===== src/rtl/tfn_pkg.sv =====
package tfn_pkg;

  // Input coordinates are signed Q8.8 at this width.
  localparam int COORD_WIDTH = 16;
  // Default number of fraction bits of the unit normal.
  localparam int NORMAL_FRAC_BITS_DEF = 14;
  // Output components are signed at this width.
  localparam int OUT_WIDTH = 16;
  // The cross product is normalized so that its largest magnitude has this many bits.
  localparam int NORM_BITS = 30;
  // Sum of three squares of normalized magnitudes, and its square root.
  localparam int SUM_W = 2 * NORM_BITS + 2;
  localparam int ROOT_W = NORM_BITS + 1;
  localparam int SQRT_STEPS = ROOT_W;
  localparam int DIR_W = 3;

  localparam logic [DIR_W-1:0] DIR_FRONT  = 3'd0;
  localparam logic [DIR_W-1:0] DIR_BACK   = 3'd1;
  localparam logic [DIR_W-1:0] DIR_TOP    = 3'd2;
  localparam logic [DIR_W-1:0] DIR_BOTTOM = 3'd3;
  localparam logic [DIR_W-1:0] DIR_LEFT   = 3'd4;
  localparam logic [DIR_W-1:0] DIR_RIGHT  = 3'd5;

  typedef struct packed {
    logic signed [COORD_WIDTH-1:0] ax;
    logic signed [COORD_WIDTH-1:0] ay;
    logic signed [COORD_WIDTH-1:0] az;
    logic signed [COORD_WIDTH-1:0] bx;
    logic signed [COORD_WIDTH-1:0] by_coord;
    logic signed [COORD_WIDTH-1:0] bz;
    logic signed [COORD_WIDTH-1:0] cx;
    logic signed [COORD_WIDTH-1:0] cy;
    logic signed [COORD_WIDTH-1:0] cz;
    logic [DIR_W-1:0]              direction;
  } tri_req_t;

  typedef struct packed {
    logic signed [OUT_WIDTH-1:0] normal_x;
    logic signed [OUT_WIDTH-1:0] normal_y;
    logic signed [OUT_WIDTH-1:0] normal_z;
    logic                        degenerate;
  } tri_res_t;

  // Per-request bookkeeping that travels beside the arithmetic chains.
  typedef struct packed {
    logic       valid;
    logic       axis;
    logic       degen;
    logic [2:0] neg;
    tri_res_t   axis_res;
  } side_t;

  // Working state of one square-root step.
  typedef struct packed {
    logic [SUM_W-1:0] x;
    logic [SUM_W-1:0] r;
  } sqrt_st_t;

endpackage


===== src/rtl/tfn_div_cell.sv =====
module tfn_div_cell
  import tfn_pkg::*;
#(
  parameter int QW = 15
) (
  input  logic                         clk,
  input  logic [ROOT_W-1:0]            den_in,
  input  logic [2:0][ROOT_W-1:0]       rem_in,
  input  logic [2:0][QW-1:0]           nq_in,
  output logic [ROOT_W-1:0]            den_out,
  output logic [2:0][ROOT_W-1:0]       rem_out,
  output logic [2:0][QW-1:0]           nq_out
);

  logic [2:0][ROOT_W:0] trial;
  logic [2:0]           ge;

  // One restoring step per component: the next numerator bit comes off the top of
  // nq, the quotient bit goes in at the bottom.
  always_comb begin
    for (int i = 0; i < 3; i++) begin
      trial[i] = {rem_in[i], nq_in[i][QW-1]};
      ge[i]    = (trial[i] >= {1'b0, den_in});
    end
  end

  always_ff @(posedge clk) begin
    den_out <= den_in;
    for (int i = 0; i < 3; i++) begin
      if (ge[i]) rem_out[i] <= ROOT_W'(trial[i] - {1'b0, den_in});
      else       rem_out[i] <= trial[i][ROOT_W-1:0];
      nq_out[i] <= {nq_in[i][QW-2:0], ge[i]};
    end
  end

endmodule


===== config.mk =====
export PLATFORM = sky130hd
export DESIGN_NAME = tfn_div_cell
export DESIGN_NICKNAME = d
export VERILOG_FILES = /design/src/rtl/tfn_pkg.sv /design/src/rtl/tfn_div_cell.sv
export SDC_FILE = /design/constraint.sdc
export NUM_CORES = 1
export LEC_CHECK = 0
export BUFFER_PORTS_ARGS = -buffer_cell sky130_fd_sc_hd__buf_2
export CAP_MARGIN = 20
export CORE_MARGIN = 8
export CORE_UTILIZATION = 55
export DETAILED_ROUTE_END_ITERATION = 6
export GPL_ROUTABILITY_DRIVEN = 1
export HOLD_SLACK_MARGIN = 0.1
export PLACE_DENSITY_LB_ADDON = 0.05
export SETUP_SLACK_MARGIN = 0.05
export SLEW_MARGIN = 20
export SYNTH_ARGS = -nofsm -noshare
export SYNTH_HDL_FRONTEND = slang
export SYNTH_SLANG_ARGS = --single-unit

===== constraint.sdc =====
create_clock -name clk -period 5.05 [get_ports clk]
set_input_delay 1.01 -clock clk [delete_from_list [all_inputs] [get_ports clk]]
set_output_delay 1.01 -clock clk [all_outputs]
set_load 0.02 [all_outputs]

==> impl_metrics.csv <==
group,metric,value,unit
sta,worst_slew_pin_slew,732,ps
power,clockPowerShare,0.296,
synth,synth_top_flop_cell,"dfxtp_1",
power,p_seq_frac,0.367,
sta,setup_viol,0,
status,status,"completed",
synth,ys_warn_count,0,
floorplanning,initial_core_util,0.553,
sta,max_freq,257,MHz
synth,postSynthCellCount,1051,
worst_hold_path,holdCritPathClass,"primary input to flop",
floorplanning,coreArea,17100,sq um
worst_setup_path,critical_path_depth,13,
placement,port_buffers,338,
grt,first_global_vias,8794,
cts,cts_made_buffers,17,
worst_setup_path,crit_chain,"buf_2 -> ha_1 -> fa_1 -> nor2b_1 -> o21ai_1 -> a21oi_1 -> or3_1 -> a21oi_2 -> o21ai_1 -> a41oi_1 -> o31ai_4 -> buf_4 -> mux2_2",
synth,synth-seq-area-share,0.359,
synth,synth_nets,1317,
cells_and_area,final_common_cell,"buf_2",
worst_setup_path,cp_common_cell,"o21ai_1",
worst_setup_path,worstSetupEndpointType,"flop",
worst_setup_path,max_stage_delay,480,ps
worst_setup_path,crit_type,"primary input to flop",
cells_and_area,final_nets,1641,
cts,cts_root_buf,"clkbuf_16",
route,drtAntennaViolNets,0,
synth,synth_area,9430,sq um
cts,clk_path_buf_depth,2,
cts,htree_levels,4,
grt,grt_max_degree,39,
cts,clk_pin_slew_worst_paths,70,ps
power,powerDensity,363,nW/um^2
cells_and_area,final_cell_mix,"buf_2 (338), dfxtp_1 (169), a21oi_1 (135)",
sta,finalHoldViolCount,0,
worst_setup_path,required,5370,ps
power,comb_power_share,0.336,
route,drc,0,
synth,ys_ff_latch,169,
worst_setup_path,crit_family,"compound AO/OA/AOI/OAI gates",
sta,relSlewSlack,0.499,
cts,ctsHoldBuffers,0,
route,vias,8824,
worst_setup_path,path_buf_inv,2,
route,wl,29600,um
sta,fin_crit,3900,ps
cts,cts_tree,"yes",
placement,hpwl,24200,um
power,p_leak,0.00586,uW
synth,synth_cell_types,69,
flow_run,drv_cap,0,
floorplanning,die_area,21600,sq um
grt,grt_usage,0.263,
floorplanning,fp.dieW,147,um
power,p_sw_frac,0.359,
sta,fin_crit_sh,0.771,
placement,routabilityCongestion,0.932,
cells_and_area,drive_gt1_frac,0.315,
route,vias_per_cell,5.45,
floorplanning,io_pins,339,
cts,cts_resized,0,
cts,cts.sink_count,169,
worst_setup_path,start_kind,"primary input",
sta,tns,0,ps
grt,grt_overflow_total,0,
power,power_switching,1550,uW
grt,use_met3,0.0674,
worst_setup_path,cp_slowest_cell,"o31ai_4",
route,dr.pass1.iters,5,
grt,antenna_found_initial,7,
worst_hold_path,hold_path_depth,1,
cts,cts_setup_buffers,0,
grt,grt_pass1_wl,45500,um
sta,maxSlewViolCount,0,
sta,rsz0062_at_grt,"no",
power,internal_power,2760,uW
floorplanning,rows,48,
floorplanning,die_y,147,um
route,drtIter0Drc,394,
sta,whs,667,ps
power,ir_worst_vdd,0.253,mV
synth,synthArstFlopShare,0,
worst_setup_path,arrival,4220,ps
synth,syn_area_per_cell,8.97,sq um
grt,grt.busiest_layer,"met2",
cells_and_area,area_growth,26.1,%
grt,met2_usage,0.482,
synth,synth_edf_count,0,
grt,met1_usage,0.284,
worst_setup_path,crit_fanout,22,
route,avgRoutedWirePerCell,18.3,um
[state kept, by name, summed over array words and instances, names as in the netlist]
name / count
den_out: 31
nq_out: 45
rem_out: 93
[logic make-up (layout without fill, tap and decap cells)]
logic type | count (synthesis) | after routing | share of synthesized area
other | 0 | 5 | 0
multiplexers | 39 | 39 | 0.0498
AND/OR/NAND/NOR | 254 | 254 | 0.130
adder cells (fa/ha/maj) | 96 | 96 | 0.130
flip-flops | 169 | 169 | 0.359
buffers and inverters | 92 | 429 | 0.0402
AO/OA/AOI/OAI | 322 | 322 | 0.219
XOR/XNOR | 79 | 79 | 0.0734
[routing by layer]
| metal | vias to the layer above | part of all wire |
|---|---|---|
| li1 | 4410 | - |
| met1 | 4013 | 0.40 |
| met2 | 350 | 0.51 |
| met3 | 47 | 0.071 |
| met4 | 4 | 0.025 |
| met5 | - | 0.00088 |
[final timing paths]
path,slack [ps],startpoint,to
setup / recovery,1150,den_in[0],rem_out[3]
hold / removal,670,nq_in[35],nq_out[36]
[cell usage after synthesis (12+ instances only)]
cell / number / area, sq um
xnor2_1: 53 / 464
inv_1: 53 / 199
nand4_1: 18 / 113
mux2_2: 29 / 327
o21bai_1: 12 / 90.1
nor2_1: 93 / 349
nand2_1: 55 / 206
o21ai_0: 44 / 220
nand3_1: 19 / 95.1
buf_2: 12 / 60.1
clkbuf_1: 21 / 78.8
nor2b_1: 15 / 93.8
dfxtp_1: 169 / 3380
xor2_1: 26 / 228
a21o_1: 49 / 368
a21oi_1: 135 / 676
ha_1: 93 / 1160
[cell type report]
type / instances / area (sq um)
multi-input cells: 790 / 5700
clock buffers: 17 / 425
repair buffers: 344 / 1740
diodes: 5 / 12.5
fillers: 1418 / 5170
clock inverters: 15 / 155
inverters: 53 / 199
well taps: 225 / 282
flip-flops and latches: 169 / 3380
[power groups by stage]
stage | clock [uW] | combinational (uW) | sequential [uW]
4_1_cts | 1300 | 1450 | 1590
2_1_floorplan | 0 | 719 | 1870
6_report | 1280 | 1450 | 1580
5_1_grt | 1360 | 1570 | 1600
3_5_place_dp | 0 | 1440 | 1610
3_3_place_gp | 0 | 1430 | 1610
[through the flow]
step / instances / power, uW / util / instance area, sq um / worst slack, ps
CTS: 1613 / 4340 / 0.696 / 11900 / 1220
detailed placement: 1581 / 3060 / 0.662 / 11300 / 770
floorplan: 1051 / 2590 / - / 9430 / 1430
global route: 1618 / 4530 / 0.697 / 11900 / 803
finish: 1618 / 4310 / 0.697 / 11900 / 1150
global placement: 1581 / 3040 / 0.662 / 11300 / 872
Power figures use the tool's default switching activity.
