**src/rtl/tfn_pkg.sv**
```systemverilog
package tfn_pkg;

  // Input coordinates are signed Q8.8 at this width.
  localparam int COORD_WIDTH = 16;
  // Default number of fraction bits of the unit normal.
  localparam int NORMAL_FRAC_BITS_DEF = 14;
  // Output components are signed at this width.
  localparam int OUT_WIDTH = 16;
  // The cross product is normalized so that its largest magnitude has this many bits.
  localparam int NORM_BITS = 30;
  // Sum of three squares of normalized magnitudes, and its square root.
  localparam int SUM_W = 2 * NORM_BITS + 2;
  localparam int ROOT_W = NORM_BITS + 1;
  localparam int SQRT_STEPS = ROOT_W;
  localparam int DIR_W = 3;

  localparam logic [DIR_W-1:0] DIR_FRONT  = 3'd0;
  localparam logic [DIR_W-1:0] DIR_BACK   = 3'd1;
  localparam logic [DIR_W-1:0] DIR_TOP    = 3'd2;
  localparam logic [DIR_W-1:0] DIR_BOTTOM = 3'd3;
  localparam logic [DIR_W-1:0] DIR_LEFT   = 3'd4;
  localparam logic [DIR_W-1:0] DIR_RIGHT  = 3'd5;

  typedef struct packed {
    logic signed [COORD_WIDTH-1:0] ax;
    logic signed [COORD_WIDTH-1:0] ay;
    logic signed [COORD_WIDTH-1:0] az;
    logic signed [COORD_WIDTH-1:0] bx;
    logic signed [COORD_WIDTH-1:0] by_coord;
    logic signed [COORD_WIDTH-1:0] bz;
    logic signed [COORD_WIDTH-1:0] cx;
    logic signed [COORD_WIDTH-1:0] cy;
    logic signed [COORD_WIDTH-1:0] cz;
    logic [DIR_W-1:0]              direction;
  } tri_req_t;

  typedef struct packed {
    logic signed [OUT_WIDTH-1:0] normal_x;
    logic signed [OUT_WIDTH-1:0] normal_y;
    logic signed [OUT_WIDTH-1:0] normal_z;
    logic                        degenerate;
  } tri_res_t;

  // Per-request bookkeeping that travels beside the arithmetic chains.
  typedef struct packed {
    logic       valid;
    logic       axis;
    logic       degen;
    logic [2:0] neg;
    tri_res_t   axis_res;
  } side_t;

  // Working state of one square-root step.
  typedef struct packed {
    logic [SUM_W-1:0] x;
    logic [SUM_W-1:0] r;
  } sqrt_st_t;

endpackage

```
**src/rtl/tfn_sqrt_cell.sv**
```systemverilog
module tfn_sqrt_cell
  import tfn_pkg::*;
#(
  parameter int BIT_POS = 0
) (
  input  logic                clk,
  input  tfn_pkg::sqrt_st_t   st_in,
  output tfn_pkg::sqrt_st_t   st_out
);

  localparam logic [SUM_W-1:0] BIT_VAL = SUM_W'(1) << BIT_POS;

  logic [SUM_W-1:0] trial;

  assign trial = st_in.r + BIT_VAL;

  always_ff @(posedge clk) begin
    if (st_in.x >= trial) begin
      st_out.x <= st_in.x - trial;
      st_out.r <= (st_in.r >> 1) + BIT_VAL;
    end else begin
      st_out.x <= st_in.x;
      st_out.r <= st_in.r >> 1;
    end
  end

endmodule

```
**config.mk**
```make
export PLATFORM = sky130hd
export DESIGN_NAME = tfn_sqrt_cell
export DESIGN_NICKNAME = d
export VERILOG_FILES = /design/src/rtl/tfn_pkg.sv /design/src/rtl/tfn_sqrt_cell.sv
export SDC_FILE = /design/constraint.sdc
export NUM_CORES = 1
export LEC_CHECK = 0
export BUFFER_PORTS_ARGS = -buffer_cell sky130_fd_sc_hd__clkbuf_2
export CAP_MARGIN = 15
export CORE_MARGIN = 2
export CORE_UTILIZATION = 58
export CTS_CLUSTER_DIAMETER = 100
export DETAILED_ROUTE_END_ITERATION = 8
export PLACE_DENSITY = 0.93
export SETUP_SLACK_MARGIN = 0.3
export SLEW_MARGIN = 20
export SYNTH_ARGS = -nofsm -noshare
export SYNTH_HDL_FRONTEND = slang
export SYNTH_SLANG_ARGS = --single-unit
```
**constraint.sdc**
```tcl
create_clock -name clk -period 13.4 [get_ports clk]
set_input_delay 2.68 -clock clk [delete_from_list [all_inputs] [get_ports clk]]
set_output_delay 2.68 -clock clk [all_outputs]
set_load 0.05 [all_outputs]
```
==> results of run 1 <==
## final cells by class
| class | instances | area, um^2 |
|---|---|---|
| diodes | 1 | 2.50 |
| well taps | 216 | 270 |
| multi-input cells | 983 | 6390 |
| repair buffers | 251 | 1260 |
| fillers | 1338 | 4560 |
| flip-flops and latches | 124 | 2480 |
| clock inverters | 12 | 149 |
| inverters | 24 | 90.1 |
| clock buffers | 18 | 439 |
## cell usage after synthesis (27+ instances only)
cell,number
a21o_1,27
a21oi_1,76
clkbuf_1,31
dfxtp_1,124
ha_1,64
nand2_1,175
nand3_1,49
nand4_1,36
nor2_1,80
o21ai_0,98
xnor2_1,101
xor2_1,76
## routing by layer
layer / up-vias / track usage, % / wire length [um]
li1: 4642 / - / -
met1: 4577 / 50.2 / 13600
met2: 642 / 62.1 / 14900
met3: 142 / 8.49 / 3050
met4: 0 / 20.2 / 1810
met5: - / 0 / 0
## cell families after synthesis
group / after synthesis
simple gates: 458
xor+xnor: 177
buf+inv: 77
compound gates: 279
fa+ha+maj: 65
mux: 4
flops: 124
## power by group through the flow
| stage | sequential, mW | combinational [mW] | clock, mW |
|---|---|---|---|
| after floorplan | 0.598 | 0.214 | 0 |
| after global placement | 0.435 | 0.514 | 0 |
| after detailed placement | 0.436 | 0.516 | 0 |
| after CTS | 0.429 | 0.519 | 0.474 |
| after global routing | 0.433 | 0.561 | 0.488 |
| final | 0.429 | 0.527 | 0.474 |
## worst max path at each step
stage,start,endpoint,slack [ns]
3_5_place_dp,st_in[0],st_out[59],4.65
5_1_grt,st_in[0],st_out[29],4.50
4_1_cts,st_in[0],st_out[59],5.07
3_3_place_gp,st_in[0],st_out[17],5.14
6_report,st_in[0],st_out[59],4.91
2_1_floorplan,st_in[10],st_out[37],6.34
## through the flow
stage | cell area, um^2 | utilization (%) | power [mW] | worst slack, ns | hold slack (ns)
floorplan | 9190 | - | 0.812 | 6.34 | 2.78
global placement | 10500 | 67.1 | 0.950 | 5.14 | 2.89
detailed placement | 10500 | 67.1 | 0.952 | 4.65 | 2.91
CTS | 11100 | 70.8 | 1.42 | 5.07 | 2.46
global route | 11100 | 70.8 | 1.48 | 4.50 | 2.48
finish | 11100 | 70.9 | 1.43 | 4.91 | 2.47
==> results.cfg, run 1 <==
[synthesis]
yosysWarnings = 0
synth_top_family_by_area = simple AND/OR/NAND/NOR gates
synth.net_count = 1374
synth-adder-area-share_pct = 8.93
synth_ff_type = dfxtp_1
syn_area_per_cell_um2 = 7.76
synth_top_cell_area_share_pct = 27.0
synthCells = 1184
yosys_register_bits = 124
netlist_area_um2 = 9190
synthXorXnorAreaFrac_pct = 16.9
synth-edff-count = 0
yosysSeqAreaShare_pct = 27.0
synth.largest_area_cell = dfxtp_1
yosysUniqueCellTypes = 71
synth_mux_area_share_pct = 0.490
synth_compound_area_share_pct = 18.8
synthSimpleGateAreaFrac_pct = 24.3
postSynth.asyncResetShare_pct = 0
synthTopCellsByArea = dfxtp_1 (27%), xnor2_1 (9.6%), ha_1 (8.7%)

[finish]
fin_cells = 1629
final_common_cell = clkbuf_2
largestRegisters = st_out: 124 flops
area_growth_pct = 20.7
largest-register = st_out
drive_gt1_share_pct = 21.5
nNetsFinal = 1591
largest_register_ffs = 124
layout_common_cells = clkbuf_2 (248), nand2_1 (175), dfxtp_1 (124)

[critical_path]
path_class = in2reg
worstPathMaxFanout = 62
critPathTopFamily = simple AND/OR/NAND/NOR gates
cp_cell_sequence = clkbuf_2, ha_1, nand2_1, nor2_2, nand2_1, nor2_1, nand2_1, or3_1, nor2_1, nand2_1, xor2_1, ha_1, nand4_1, nor4_1, nand4_1, nor4_1, o211ai_1, nand2_1, a21oi_4, buf_4, nor3_2, nor4b_2, xor2_1
critical-path-max-stage-delay_ns = 0.72
cp.required_ns = 13.75
slowest_stage = nor3_2
setup.worst_path.end_class = flop
crit_arrival_ns = 8.85
path_common_cell = nand2_1
worst-path-stages = 23
startpoint_type = input port
cp_num_buf_inv = 2

[power]
p_per_area_nw_per_um2 = 129
switching_power_mw = 0.575
p_leak_nw = 4.84
p_int_mw = 0.856
p_clk_share_pct = 33.1
peakVddDrop_mv = 0.103
switching_share_pct = 40.2
comb_power_share_pct = 36.9
p_seq_share_pct = 30.0

[sta]
tightest_slew_ns = 1.06
layout_min_cycle_time_ns = 8.49
grt_setup_unrepaired = no
fmax_ghz = 0.118
hold_violations = 0
period_share_pct = 63.4
setup_viol = 0
max-slew-margin-rel_pct = 29.2
fin_tns_setup_ns = 0
maxSlewViolCount = 0

[detailed_routing]
drtPass1Iterations = 5
drt_wl_total_mm = 33.3
route.detailed.drc = 0
vias = 10000
final_antenna_net_count = 0
drt_iter0_markers = 1007
vias_per_cell = 6.14
wire_per_inst_um = 20.5

[die]
io_pins = 249
floorplan.initialDensity_pct = 58.7
die-area_um2 = 16900
core_um2 = 15700
die_h_um = 130
die_w_um = 130
num_rows = 46

[global_route]
grt_antenna_before_repair = 0
grt_pass1_wl_mm = 50.7
grt_overflow_total = 0
track_usage_pct = 39.1
grt_pass1_vias = 9515
grt_max_degree = 83

[hold_path]
holdCritPathClass = in2reg
min_to = st_out[62]
hold_depth = 3
hp-start = st_in[62]

[clock_tree]
clkTransAtPathRegs_ns = 0.06
clk_path_buf_depth = 2
cts_hold_buffers = 0
root_buffer = clkbuf_16
cts_buffers = 17
clock-sinks = 124
cts_tree = built
cts_setup_buffers = 0
cts-htree-levels = 4
post_cts_resize_count = 0

[placement]
gp_congestion = 0.993
portBuffers = 248
dp.cells = 1598
dp_hpwl_mm = 26.8

[outcome]
outcome = complete, no violations

[run]
maxCapViolations = 0
No activity file was read; power rests on OpenSTA's default activity.
==> run 2, diff against run 1 <==
--- a/config.mk
+++ b/config.mk
@@ -8,10 +8,10 @@
 export BUFFER_PORTS_ARGS = -buffer_cell sky130_fd_sc_hd__clkbuf_2
 export CAP_MARGIN = 15
 export CORE_MARGIN = 2
-export CORE_UTILIZATION = 58
+export CORE_UTILIZATION = 54
 export CTS_CLUSTER_DIAMETER = 100
 export DETAILED_ROUTE_END_ITERATION = 8
-export PLACE_DENSITY = 0.93
+export PLACE_DENSITY = 0.88
 export SETUP_SLACK_MARGIN = 0.3
 export SLEW_MARGIN = 20
 export SYNTH_ARGS = -nofsm -noshare
==> constraint.sdc (replaced) <==
create_clock -name clk -period 8.9 [get_ports clk]
set_input_delay 1.78 -clock clk [delete_from_list [all_inputs] [get_ports clk]]
set_output_delay 1.78 -clock clk [all_outputs]
set_load 0.05 [all_outputs]
==> results.cfg, run 2 (synthesis gave the netlist of run 1 again) <==
[critical_path]
worstPathMaxFanout = 46
cp_cell_sequence = clkbuf_2, ha_1, nand2_1, nor2_2, nand2_1, nor2_1, nand2_1, or3_1, nor2_1, nand2_1, xor2_1, ha_1, nand4_1, nor4_1, nand4_1, nor4_1, o211ai_1, nand2_1, a21oi_4, buf_4, and3b_1, nand2_1, xnor2_1
setup.worst_path.end_class = flop
startpoint_type = input port
cp_num_buf_inv = 2
crit_arrival_ns = 7.42
critPathTopFamily = simple AND/OR/NAND/NOR gates
path_class = in2reg
cp.required_ns = 9.25
slowest_stage = and3b_1
path_common_cell = nand2_1
critical-path-max-stage-delay_ns = 0.56

[clock_tree]
clk_path_buf_depth = 2
post_cts_resize_count = 0
cts_tree = built
clock-sinks = 124
cts_hold_buffers = 0
cts-htree-levels = 4
clkTransAtPathRegs_ns = 0.07
cts_buffers = 17
cts_setup_buffers = 0
root_buffer = clkbuf_16

[die]
io_pins = 249
die_w_um = 134
num_rows = 47
die-area_um2 = 18100
core_um2 = 16600
die_h_um = 134
floorplan.initialDensity_pct = 55.4

[sta]
hold_violations = 0
grt_setup_unrepaired = no
maxSlewViolCount = 0
setup_viol = 0
tightest_slew_ns = 1.01
period_share_pct = 79.4
layout_min_cycle_time_ns = 7.07
fmax_ghz = 0.141
layout_setup_ws_ns = 1.83
fin_tns_setup_ns = 0
max-slew-margin-rel_pct = 31.8

[finish]
largest-register = st_out
final_common_cell = clkbuf_2
drive_gt1_share_pct = 21.6
nNetsFinal = 1593
largest_register_ffs = 124
area_growth_pct = 21.0
fin_cells = 1636
fill_cells = 1468
antenna-diode-count = 0
layout_common_cells = clkbuf_2 (248), nand2_1 (175), dfxtp_1 (124)
largestRegisters = st_out: 124 flops

[detailed_routing]
route.detailed.drc = 0
drt_iter0_markers = 1060
drtPass1Iterations = 6
vias = 9857
drt_wl_total_mm = 31.9
wire_per_inst_um = 19.5
final_antenna_net_count = 0
vias_per_cell = 6.03

[global_route]
grt_antenna_before_repair = 0
track_usage_pct = 34.3
grt_overflow_total = 0
grt_pass1_vias = 9218
grt_max_degree = 65
grt_pass1_wl_mm = 48.3

[power]
peakVddDrop_mv = 0.146
p_per_area_nw_per_um2 = 193
p_leak_nw = 4.86

[placement]
dp.cells = 1604
portBuffers = 248
gp_congestion = 0.998
preCtsSetupSlack_ns = 1.48
dp_hpwl_mm = 25.7

[run]
maxCapViolations = 0

[hold_path]
holdCritPathClass = in2reg

[outcome]
outcome = complete, no violations
-- run 2: cell count changes in the layout (fill, tap and decap cells not counted), sizes merged, moves of 2 or more --
cell,previous run,this run
clkinv,5,3
clkinvlp,4,2
inv,24,32
buf,3,5
-- run 2: final timing paths --
| path | slack, ns | endpoint | cells past startpoint | startpoint |
|---|---|---|---|---|
| min | 1.57 | st_out[120] | 3 | st_in[120] |
| max | 1.83 | st_out[50] | 23 | st_in[0] |
-- run 2: routing by layer --
metal	global-route usage, %	up-vias	part of all wire, %
met3	7.45	119	8.7
met1	43.5	4557	41
met4	17.4	0	4.8
met2	55.0	546	45
met5	0	-	0
li1	-	4635	-
-- run 2: per-stage QoR --
| stage | hold WS (ns) | util, % | power [mW] | area, um^2 |
|---|---|---|---|---|
| after CTS | 1.56 | 67.1 | 2.14 | 11100 |
| final | 1.57 | 67.1 | 2.15 | 11100 |
| after floorplan | 1.88 | - | 1.22 | 9190 |
| after global placement | 1.99 | 63.4 | 1.42 | 10500 |
| after global routing | 1.58 | 67.1 | 2.23 | 11100 |
| after detailed placement | 2.00 | 63.4 | 1.43 | 10500 |
-- run 2: cell type report --
cell class | instances | area (um^2) | area share, %
clock buffers | 17 | 425 | 3.83
clock inverters | 15 | 179 | 1.61
inverters | 24 | 90.1 | 0.810
multi-input cells | 983 | 6390 | 57.5
flip-flops and latches | 124 | 2480 | 22.3
well taps | 220 | 275 | 2.48
repair buffers | 253 | 1280 | 11.5
-- run 2: report_power, final --
| part | leakage [nW] | switching (mW) | total [mW] | internal, mW |
|---|---|---|---|---|
| Combinational | 3.53 | 0.560 | 0.782 | 0.222 |
| Sequential | 1.05 | 0.0215 | 0.647 | 0.625 |
| Clock | 0.291 | 0.297 | 0.720 | 0.423 |
| Total | 4.86 | 0.878 | 2.15 | 1.27 |
