### config.mk
export PLATFORM = sky130hd
export DESIGN_NAME = tfn_norm_cell
export DESIGN_NICKNAME = d
export VERILOG_FILES = /design/src/rtl/tfn_norm_cell.sv
export SDC_FILE = /design/constraint.sdc
export NUM_CORES = 1
export LEC_CHECK = 0
export BUFFER_PORTS_ARGS = -buffer_cell sky130_fd_sc_hd__buf_2
export CELL_PAD_IN_SITES_DETAIL_PLACEMENT = 1
export CELL_PAD_IN_SITES_GLOBAL_PLACEMENT = 1
export CORE_ASPECT_RATIO = 0.8
export CORE_UTILIZATION = 30
export DETAILED_ROUTE_END_ITERATION = 7
export HOLD_SLACK_MARGIN = 0.06
export MAX_ROUTING_LAYER = met4
export PLACE_DENSITY = 0.87
export REMOVE_ABC_BUFFERS = 1
export SLEW_MARGIN = 20
export SYNTH_ARGS = -nofsm -noshare
export SYNTH_HDL_FRONTEND = slang
export SYNTH_SLANG_ARGS = --single-unit
### constraint.sdc
create_clock -name clk -period 0.9 [get_ports clk]
set_input_delay 0.045 -clock clk [delete_from_list [all_inputs] [get_ports clk]]
set_output_delay 0.045 -clock clk [all_outputs]
set_load 0.02 [all_outputs]
### src/rtl/tfn_norm_cell.sv
module tfn_norm_cell #(
  parameter int W  = 33,
  parameter int SH = 1
) (
  input  logic                clk,
  input  logic [W-1:0]        o_in,
  input  logic [2:0][W-1:0]   mag_in,
  output logic [W-1:0]        o_out,
  output logic [2:0][W-1:0]   mag_out
);

  logic zero_top;

  // When the top SH bits of the combined word are clear, all three move up by SH.
  assign zero_top = (o_in[W-1 -: SH] == '0);

  always_ff @(posedge clk) begin
    if (zero_top) begin
      o_out <= o_in << SH;
      for (int i = 0; i < 3; i++) mag_out[i] <= mag_in[i] << SH;
    end else begin
      o_out   <= o_in;
      mag_out <= mag_in;
    end
  end

endmodule

==> results of run 1 <==
## layout make-up
class	instances	area share, %
Antenna cell	2	0.0561
Clock buffer	22	5.09
Clock inverter	9	0.925
Multi-Input combinational cell	132	19.5
Sequential cell	132	31.5
Tap cell	184	2.58
Timing Repair Buffer	408	40.4
## synth_stat cells, drive strengths merged
master    n  area share, %
buf      15            3.0
mux2    127             38
or2       1           0.14
and2      4           0.55
dfxtp   132             58
## final timing paths
check	startpoint	to	slack, ns	cells after the start
worst min-delay path	o_in[32]	o_out[27]$_DFF_P_	0.13	3
worst max-delay path	o_out[16]$_DFF_P_	o_out[16]	-0.02	1
## report_power, final
group,internal [W],switching (W),total [W]
sequential,0.00642,0.000266,0.00668
clock,0.00384,0.00248,0.00632
combinational,0.00203,0.00142,0.00345
total,0.0123,0.00417,0.0165
## kinds of logic after synthesis
kind of cell  count (synthesis)
buf+inv                      15
flops                       132
mux                         127
simple gates                  5
## state kept, by name, indices dropped and copies added (netlist names)
register	count
mag_out	99
o_out	33
## layer usage
layer | routed length (um) | share of wire [%] | GRT usage [%]
met4 | 455 | 2.5 | 9.78
met2 | 10100 | 56 | 47.7
met3 | 1270 | 7.1 | 8.26
met5 | 0 | 0 | -
met1 | 6120 | 34 | 21.0
## layout by cell type, fill, tap and decap left out
| cell | count |
|---|---|
| buf_6 | 133 |
| dlygate4sd3_1 | 132 |
| dfxtp_2 | 132 |
| buf_2 | 131 |
| mux2_4 | 75 |
| mux2_2 | 52 |
| clkbuf_16 | 17 |
| buf_4 | 9 |
| clkinvlp_4 | 5 |
| and2_1 | 4 |
| clkbuf_1 | 4 |
| clkinv_2 | 3 |
| buf_12 | 3 |
| diode_2 | 2 |
| or2_2 | 1 |
| bufinv_16 | 1 |
| clkbuf_8 | 1 |
## per-stage QoR
step | utilization, % | setup slack, ns | setup TNS (ns) | area (um^2) | hold slack [ns]
after floorplan | - | 0.439 | 0 | 4390 | 0.149
after global placement | 41.9 | -0.0313 | -0.351 | 6070 | 0.245
after detailed placement | 41.9 | -0.0435 | -0.646 | 6070 | 0.273
after CTS | 61.5 | -0.0338 | -1.23 | 8920 | 0.0991
after global routing | 61.6 | -0.0455 | -1.94 | 8920 | 0.140
final | 61.6 | -0.0210 | -0.0642 | 8920 | 0.129
## timing repair
action | CTS | global route
gates resized for setup | 396 | 0
hold buffers | 132 | 1
endpoints found under the hold margin | 132 | 1
setup endpoints to repair | 132 | 133
==> out/metrics.yaml, run 1 <==
clocking:
  cts_setup_buffers: 0
  clk_path_buf_depth: 2
  cts-buffers-inserted: 17
  cts_tree: "done"
  root_buffer: "clkbuf_16"
  clkTransAtPathRegs_ns: 0.06
  cts_max_level: 4
  cts_sinks: 132
place:
  gp_congestion: 0.837
  dp.cells: 724
  io_buffers: 264
  dp_hpwl_um: 9670
timing:
  finalMaxSlewViolations: 0
  tightest_slew_ns: 0.187
  final-setup-viol-count: 10
  setup_slack_ns: -0.0210
  clock.fmax_mhz: 1090
  rsz0062_at_grt: "true"
  finalCritPeriodShare_pct: 102
  timing.slew.headroom_pct: 87.6
  fin_crit_ns: 0.921
  final_hold_viol_count: 0
critical_path:
  worst-endpoint-arrival_ns: 0.88
  cpPeakStageDelay_ns: 0.35
  cp_max_fo: 1
  worst_setup_path_end_kind: "primary output"
  crit_buf_inv: 1
  start_kind: "flip-flop"
  criticalPathCategory: "flip-flop to primary output"
  cp_top_family: "flip-flops"
  cp_cell_sequence: "buf_6"
  crit_slowest_cell: "dfxtp_2"
  required_ns: 0.85
logic_synthesis:
  synthAdderAreaFrac_pct: 0
  yosys.area_share.simple_pct: 0.692
  ys_ff_latch: 132
  synth_compound_area_share_pct: 0
  ys_types: 7
  ys_warn_count: 0
  postSynthCellCount: 279
  muxShareOfSynthArea_pct: 37.8
  synth_top_family_by_area: "multiplexers"
  netlist_area_um2: 4520
  synth_xor_area_share_pct: 0
  syn_avg_cell_area_um2: 16.2
  ys_seq_area_share_pct: 58.4
die:
  die_width_um: 139
  die_h_um: 112
  dieArea_um2: 15600
  core_um2: 14500
  start_util_pct: 31.2
  ios: 265
  row_count: 39
grt:
  grt_pass1_vias: 4699
  antenna_found_initial: 2
  grt_overflow_total: 0
  grtUsageTotal_pct: 24.4
  grt_max_degree: 25
  grt_pass1_wl_um: 27100
detailed_routing:
  drt_iter0_drc: 53
  viasPerCell: 4.33
  wl_per_cell_um: 20.2
  dr.pass1.iters: 4
  post-route-drc-count: 0
  vias: 3851
  ant_nets: 0
  routed_wl_um: 18000
finish:
  drive_gt1_share_pct: 80.1
  finalNetCount: 824
  multiInputGateArea_um2: 1740
  area_delta_synth_final_pct: 97.3
  stdcell_count: 889
  seqCellArea_um2: 2810
  fillCellCount: 1383
run:
  cap_violations: 0
worst_hold_path:
  hold_path_class: "input pin to flip-flop"
power_and_ir_drop:
  ir_worst_vdd_uv: 1270
  total_power_w: 0.0165
  powerDensity_nw_per_um2: 1840
  p_leak_nw: 4.14
run_status:
  outcome: "finished, violations left"
  violations: "negative setup slack"
(Power assumes the default switching activity.)
==> run 2: changes to the inputs <==
Settings changed: SETUP_SLACK_MARGIN from default to 0.2.
==> run 2 against run 1 <==
  * The flow still finishes with violations (negative setup slack)
  * Cell area grew 1.2%
  * Total power grew 0.30%
  * Sequential share of layout area shrank 0.39 points
  * Sequential power is essentially flat
  * Via count shrank 0.68%
  * Critical path depth is the same
  * Global-route usage shrank 0.28 points
  * Sequential cell count is the same
  * Die area is the same
  * Combinational power grew 1%
  * First-iteration DRC count grew 21%
  * Critical endpoint is now mag_out[98]
  * Highest routed layer unchanged
==> out/metrics.yaml, run 2 (same netlist as run 1, synthesis figures left out) <==
clocking:
  cts_setup_buffers: 0  # unchanged
  clkTransAtPathRegs_ns: 0.06  # about the same
  cts_max_level: 4  # unchanged
  clk_path_buf_depth: 2  # unchanged
  cts-buffers-inserted: 17  # unchanged
  root_buffer: "clkbuf_16"  # unchanged
  hold_buffers: 131  # was 132
  cts_tree: "done"  # unchanged
  cts_sinks: 132  # unchanged
timing:
  setup_slack_ns: -0.00904  # was -0.0210 ns
  rsz0062_at_grt: "true"  # unchanged
  fin_crit_ns: 0.909  # was 0.921 ns
  timing.slew.headroom_pct: 87.2  # was 87.6%
  tightest_slew_ns: 0.192  # was 0.187 ns
  finalMaxSlewViolations: 0  # unchanged
  finalCritPeriodShare_pct: 101  # was 102%
  final-setup-viol-count: 5  # was 10
  final_hold_viol_count: 0  # unchanged
  clock.fmax_mhz: 1100  # was 1090 MHz
run:
  cap_violations: 0  # unchanged
grt:
  grt_overflow_total: 0  # unchanged
  grt_pass1_wl_um: 26800  # was 27100 um
  grt_pass1_vias: 4707  # was 4699
  grt_max_degree: 25  # unchanged
  antenna_found_initial: 1  # was 2
  grtUsageTotal_pct: 24.1  # was 24.4%
place:
  io_buffers: 264  # unchanged
  gp_congestion: 0.837  # unchanged
  postPlaceCellArea_um2: 6070  # unchanged
  dp_hpwl_um: 9670  # unchanged
  dp.cells: 724  # unchanged
finish:
  regMostFlops: "mag_out"  # unchanged
  area_delta_synth_final_pct: 99.8  # was 97.3%
  final_cell_mix: "137 x buf_6, 132 x dfxtp_2, 127 x buf_2, 96 x dlygate4sd3_1, 78 x mux2_4"  # was 133 x buf_6, 132 x dlygate4sd3_1, 132 x dfxtp_2, 131 x buf_2, 75 x mux2_4
  final_area_um2: 9040  # was 8920 um^2
  stdcell_count: 887  # was 889
  largest_reg_flops: 99  # unchanged
  drive_gt1_share_pct: 80.2  # was 80.1%
  layout_commonest_cell: "buf_6"  # unchanged
  top_regs: "mag_out: 99 flops, o_out: 33 flops"  # unchanged
  finalNetCount: 823  # was 824
critical_path:
  crit_slowest_cell: "dfxtp_2"  # unchanged
  cp_cell_sequence: "buf_6"  # unchanged
  crit_buf_inv: 1  # unchanged
  worst-endpoint-arrival_ns: 0.86  # was 0.88 ns
  cp_top_family: "flip-flops"  # unchanged
  criticalPathCategory: "flip-flop to primary output"  # unchanged
  required_ns: 0.85  # about the same
  cp_max_fo: 1  # unchanged
  start_kind: "flip-flop"  # unchanged
  cpPeakStageDelay_ns: 0.35  # about the same
  worst_setup_path_end_kind: "primary output"  # unchanged
worst_hold_path:
  hold_path_class: "input pin to flip-flop"  # unchanged
detailed_routing:
  viasPerCell: 4.31  # was 4.33
  vias: 3825  # was 3851
  wl_per_cell_um: 20.3  # was 20.2 um
  post-route-drc-count: 0  # unchanged
  dr.pass1.iters: 4  # unchanged
  drt_iter0_drc: 64  # was 53
  ant_nets: 0  # unchanged
  routed_wl_um: 18000  # about the same
power_and_ir_drop:
  p_leak_nw: 4.47  # was 4.14 nW
  powerDensity_nw_per_um2: 1830  # was 1840 nW/um^2
  total_power_w: 0.0165  # about the same
  ir_worst_vdd_uv: 1140  # was 1270 uV
die:
  die_h_um: 112  # unchanged
  dieArea_um2: 15600  # unchanged
  start_util_pct: 31.2  # unchanged
  die_width_um: 139  # unchanged
  core_um2: 14500  # unchanged
  row_count: 39  # unchanged
  ios: 265  # unchanged
run_status:
  violations: "negative setup slack"  # unchanged
  outcome: "finished, violations left"  # unchanged
[run 2: power by group]
group	internal, W	switching, W	leakage [nW]	total, W
clock network	0.00384	0.00249	0.248	0.00633
registers	0.00642	0.000261	1.11	0.00668
logic	0.00208	0.00143	3.10	0.00350
[run 2: layout make-up]
type                       count  area [um^2]
fill                        1381         5460
timing repair buffer         407         3700
sequential                   132         2810
multi-input combinational    132         1750
clock buffer                  22          454
tap                          184          230
clock inverter                 9         82.6
antenna                        1         2.50
[run 2: final timing paths]
path           startpoint                 to  slack [ns]  cells after the start
max   mag_out[98]$_DFF_P_        mag_out[98]      -0.009                      1
min              o_in[32]  o_out[14]$_DFF_P_        0.04                      2
[run 2: timing repair]
action | in CTS | in global routing
setup endpoints to repair | 132 | 174
cloned | 0 | 0
gates resized for setup | 396 | 44
endpoints found under the hold margin | 132 | 1
[run 2: stage by stage]
step | utilization [%] | setup TNS (ns) | hold slack, ns | setup WS (ns)
2_1_floorplan | - | 0 | 0.149 | 0.439
3_5_place_dp | 41.9 | -0.646 | 0.273 | -0.0435
5_1_grt | 62.4 | -2.24 | 0.0287 | -0.0443
6_report | 62.4 | -0.0235 | 0.0392 | -0.00904
4_1_cts | 61.5 | -1.23 | -0.00124 | -0.0338
3_3_place_gp | 41.9 | -0.351 | 0.245 | -0.0313
[run 2: layer usage]
layer / global-route usage, % / vias to the layer above / part of all wire [%]
li1: - / 1792 / -
met4: 10.9 / 0 / 2.7
met3: 8.56 / 32 / 7.7
met2: 46.4 / 184 / 56
met5: - / - / 0
met1: 20.7 / 1817 / 34
==> run 3: changes to the inputs <==
Settings changed: CORE_UTILIZATION 30 to 31, CTS_BUF_LIST from default to sky130_fd_sc_hd__clkbuf_8, PLACE_DENSITY 0.87 to 0.89.
==> run 3 against run 2 <==
  * The run still ends with negative setup slack left
  * Clock power shrank 24%
  * Global-route usage rose by 1.3 points
  * Non-clock buffer count up 1
  * Combinational power down 1%
  * Cell area is 3.2% lower
  * Maximum frequency fell by 6.1%
  * Wire length up 3.8%
  * Largest cell class unchanged
  * Worst hold slack got worse by 0.0056 ns
  * Cell count is 0.23% higher
==> out/metrics.yaml, run 3 (same netlist as run 1, synthesis figures left out) <==
run_status:
  outcome: "finished, violations left"  # unchanged
  violations: "negative setup slack"  # unchanged
timing:
  timing.slew.headroom_pct: 85.5  # was 87.2%
  setup_slack_ns: -0.0679  # was -0.00904 ns
  finalCritPeriodShare_pct: 108  # was 101%
  final_hold_viol_count: 0  # unchanged
  finalMaxSlewViolations: 0  # unchanged
  tightest_slew_ns: 0.218  # was 0.192 ns
  final-setup-viol-count: 132  # was 5
  rsz0062_at_grt: "true"  # unchanged
  fin_crit_ns: 0.968  # was 0.909 ns
  fin_setup_tns_ns: -3.79  # was -0.0235 ns
  whs_ns: 0.0336  # was 0.0392 ns
  clock.fmax_mhz: 1030  # was 1100 MHz
critical_path:
  worst-endpoint-arrival_ns: 0.92  # was 0.86 ns
  cp_cell_sequence: "buf_6"  # unchanged
  crit_buf_inv: 1  # unchanged
  start_kind: "flip-flop"  # unchanged
  cp_max_fo: 1  # unchanged
  worst_setup_path_end_kind: "primary output"  # unchanged
  worstSetupPathDepth: 1  # unchanged
  criticalPathCategory: "flip-flop to primary output"  # unchanged
  crit_start: "mag_out[64]$_DFF_P_"  # was mag_out[98]$_DFF_P_
  crit_slowest_cell: "dfxtp_2"  # unchanged
  required_ns: 0.85  # about the same
  cp_top_family: "flip-flops"  # unchanged
  cpPeakStageDelay_ns: 0.36  # was 0.35 ns
  endpoint: "mag_out[64]"  # was mag_out[98]
finish:
  layout_commonest_cell: "buf_6"  # unchanged
  final_cell_mix: "133 x buf_6, 132 x dfxtp_2, 131 x dlygate4sd3_1, 131 x buf_2, 75 x mux2_4"  # was 137 x buf_6, 132 x dfxtp_2, 127 x buf_2, 96 x dlygate4sd3_1, 78 x mux2_4
  largest_reg_flops: 99  # unchanged
  finalNetCount: 824  # was 823
  area_delta_synth_final_pct: 93.4  # was 99.8%
  drive_gt1_share_pct: 80.4  # was 80.2%
  regMostFlops: "mag_out"  # unchanged
  top_regs: "mag_out: 99 flops, o_out: 33 flops"  # unchanged
place:
  io_buffers: 264  # unchanged
  dp_hpwl_um: 10100  # was 9670 um
  gp_congestion: 0.750  # was 0.837
power_and_ir_drop:
  clock_power_share_pct: 32.2  # was 38.3%
  ir_worst_vdd_uv: 1080  # was 1140 uV
  seqPwrFrac_pct: 44.7  # was 40.5%
  swShare_pct: 27.4  # was 25.3%
  intPower_w: 0.0109  # was 0.0123 W
  combPwrFrac_pct: 23.1  # was 21.2%
  p_leak_nw: 4.08  # was 4.47 nW
  powerDensity_nw_per_um2: 1710  # was 1830 nW/um^2
  p_sw_w: 0.00410  # was 0.00417 W
  total_power_w: 0.0150  # was 0.0165 W
detailed_routing:
  post-route-drc-count: 0  # unchanged
  ant_nets: 0  # unchanged
  dr.pass1.iters: 4  # unchanged
  drt_iter0_drc: 92  # was 64
  wl_per_cell_um: 21.0  # was 20.3 um
  routed_wl_um: 18700  # was 18000 um
  vias: 3907  # was 3825
  viasPerCell: 4.39  # was 4.31
die:
  dieArea_um2: 15100  # was 15600 um^2
  die_width_um: 137  # was 139 um
  core_um2: 14200  # was 14500 um^2
  row_count: 39  # unchanged
  ios: 265  # unchanged
  start_util_pct: 31.7  # was 31.2%
  die_h_um: 110  # was 112 um
clocking:
  cts-buffers-inserted: 17  # unchanged
  cts_tree: "done"  # unchanged
  cts_max_level: 4  # unchanged
  cts_sinks: 132  # unchanged
  hold_buffers: 131  # unchanged
  clkTransAtPathRegs_ns: 0.08  # was 0.06 ns
  clk_path_buf_depth: 2  # unchanged
  root_buffer: "clkbuf_8"  # was clkbuf_16
  cts_setup_buffers: 0  # unchanged
worst_hold_path:
  hold_path_class: "input pin to flip-flop"  # unchanged
grt:
  grt_overflow_total: 0  # unchanged
  grt_pass1_vias: 4669  # was 4707
  grt_pass1_wl_um: 26500  # was 26800 um
  grtUsageTotal_pct: 25.4  # was 24.1%
  grt_max_degree: 26  # was 25
  antenna_found_initial: 1  # unchanged
run:
  cap_violations: 0  # unchanged
run 3: through the flow:
stage / worst slack (ns) / util, % / instance area [um^2] / std cells
2_1_floorplan: 0.439 / - / 4390 / 264
3_3_place_gp: -0.0688 / 42.6 / 6070 / 725
3_5_place_dp: -0.0928 / 42.6 / 6070 / 725
4_1_cts: -0.0873 / 61.4 / 8740 / 888
5_1_grt: -0.122 / 61.4 / 8750 / 889
6_report: -0.0679 / 61.4 / 8750 / 889
run 3: layout make-up:
| class | count | area (um^2) |
|---|---|---|
| antenna | 1 | 2.50 |
| clock buffer | 21 | 289 |
| clock inverter | 11 | 86.3 |
| fill | 1378 | 5500 |
| multi-input combinational | 132 | 1740 |
| sequential | 132 | 2810 |
| tap | 184 | 230 |
| timing repair buffer | 408 | 3590 |
run 3: timing repair:
action	4_1_cts	5_1_grt
cloned	0	0
hold endpoints to repair	132	4
gates resized for setup	396	0
pin swaps	0	0
setup endpoints to repair	132	132
run 3: routing by layer:
layer,GRT usage (%),vias to the layer above,routed length [um]
met5,-,-,0
met4,12.1,0,543
met3,8.05,42,1340
met2,47.7,205,10300
met1,23.5,1871,6510
li1,-,1789,-
run 3: worst min path at each step:
stage	startpoint	to	slack, ns	cells after the start
global placement	o_in[31]	o_out[32]$_SDFF_PP1_	0.24	2
floorplan	o_in[31]	o_out[32]$_SDFF_PP1_	0.15	1
CTS	o_in[32]	mag_out[1]$_DFF_P_	0.008	2
global route	o_in[32]	mag_out[1]$_DFF_P_	0.005	2
detailed placement	o_in[31]	o_out[32]$_SDFF_PP1_	0.26	2
finish	o_in[32]	mag_out[1]$_DFF_P_	0.03	2
run 3: power groups by stage:
stage / Clock, W / Sequential, W / Combinational, W
after global routing: 0.00520 / 0.00672 / 0.00362
after global placement: 0 / 0.00655 / 0.00228
after detailed placement: 0 / 0.00657 / 0.00236
after floorplan: 0 / 0.00716 / 0.000628
after CTS: 0.00484 / 0.00665 / 0.00335
final: 0.00482 / 0.00669 / 0.00346
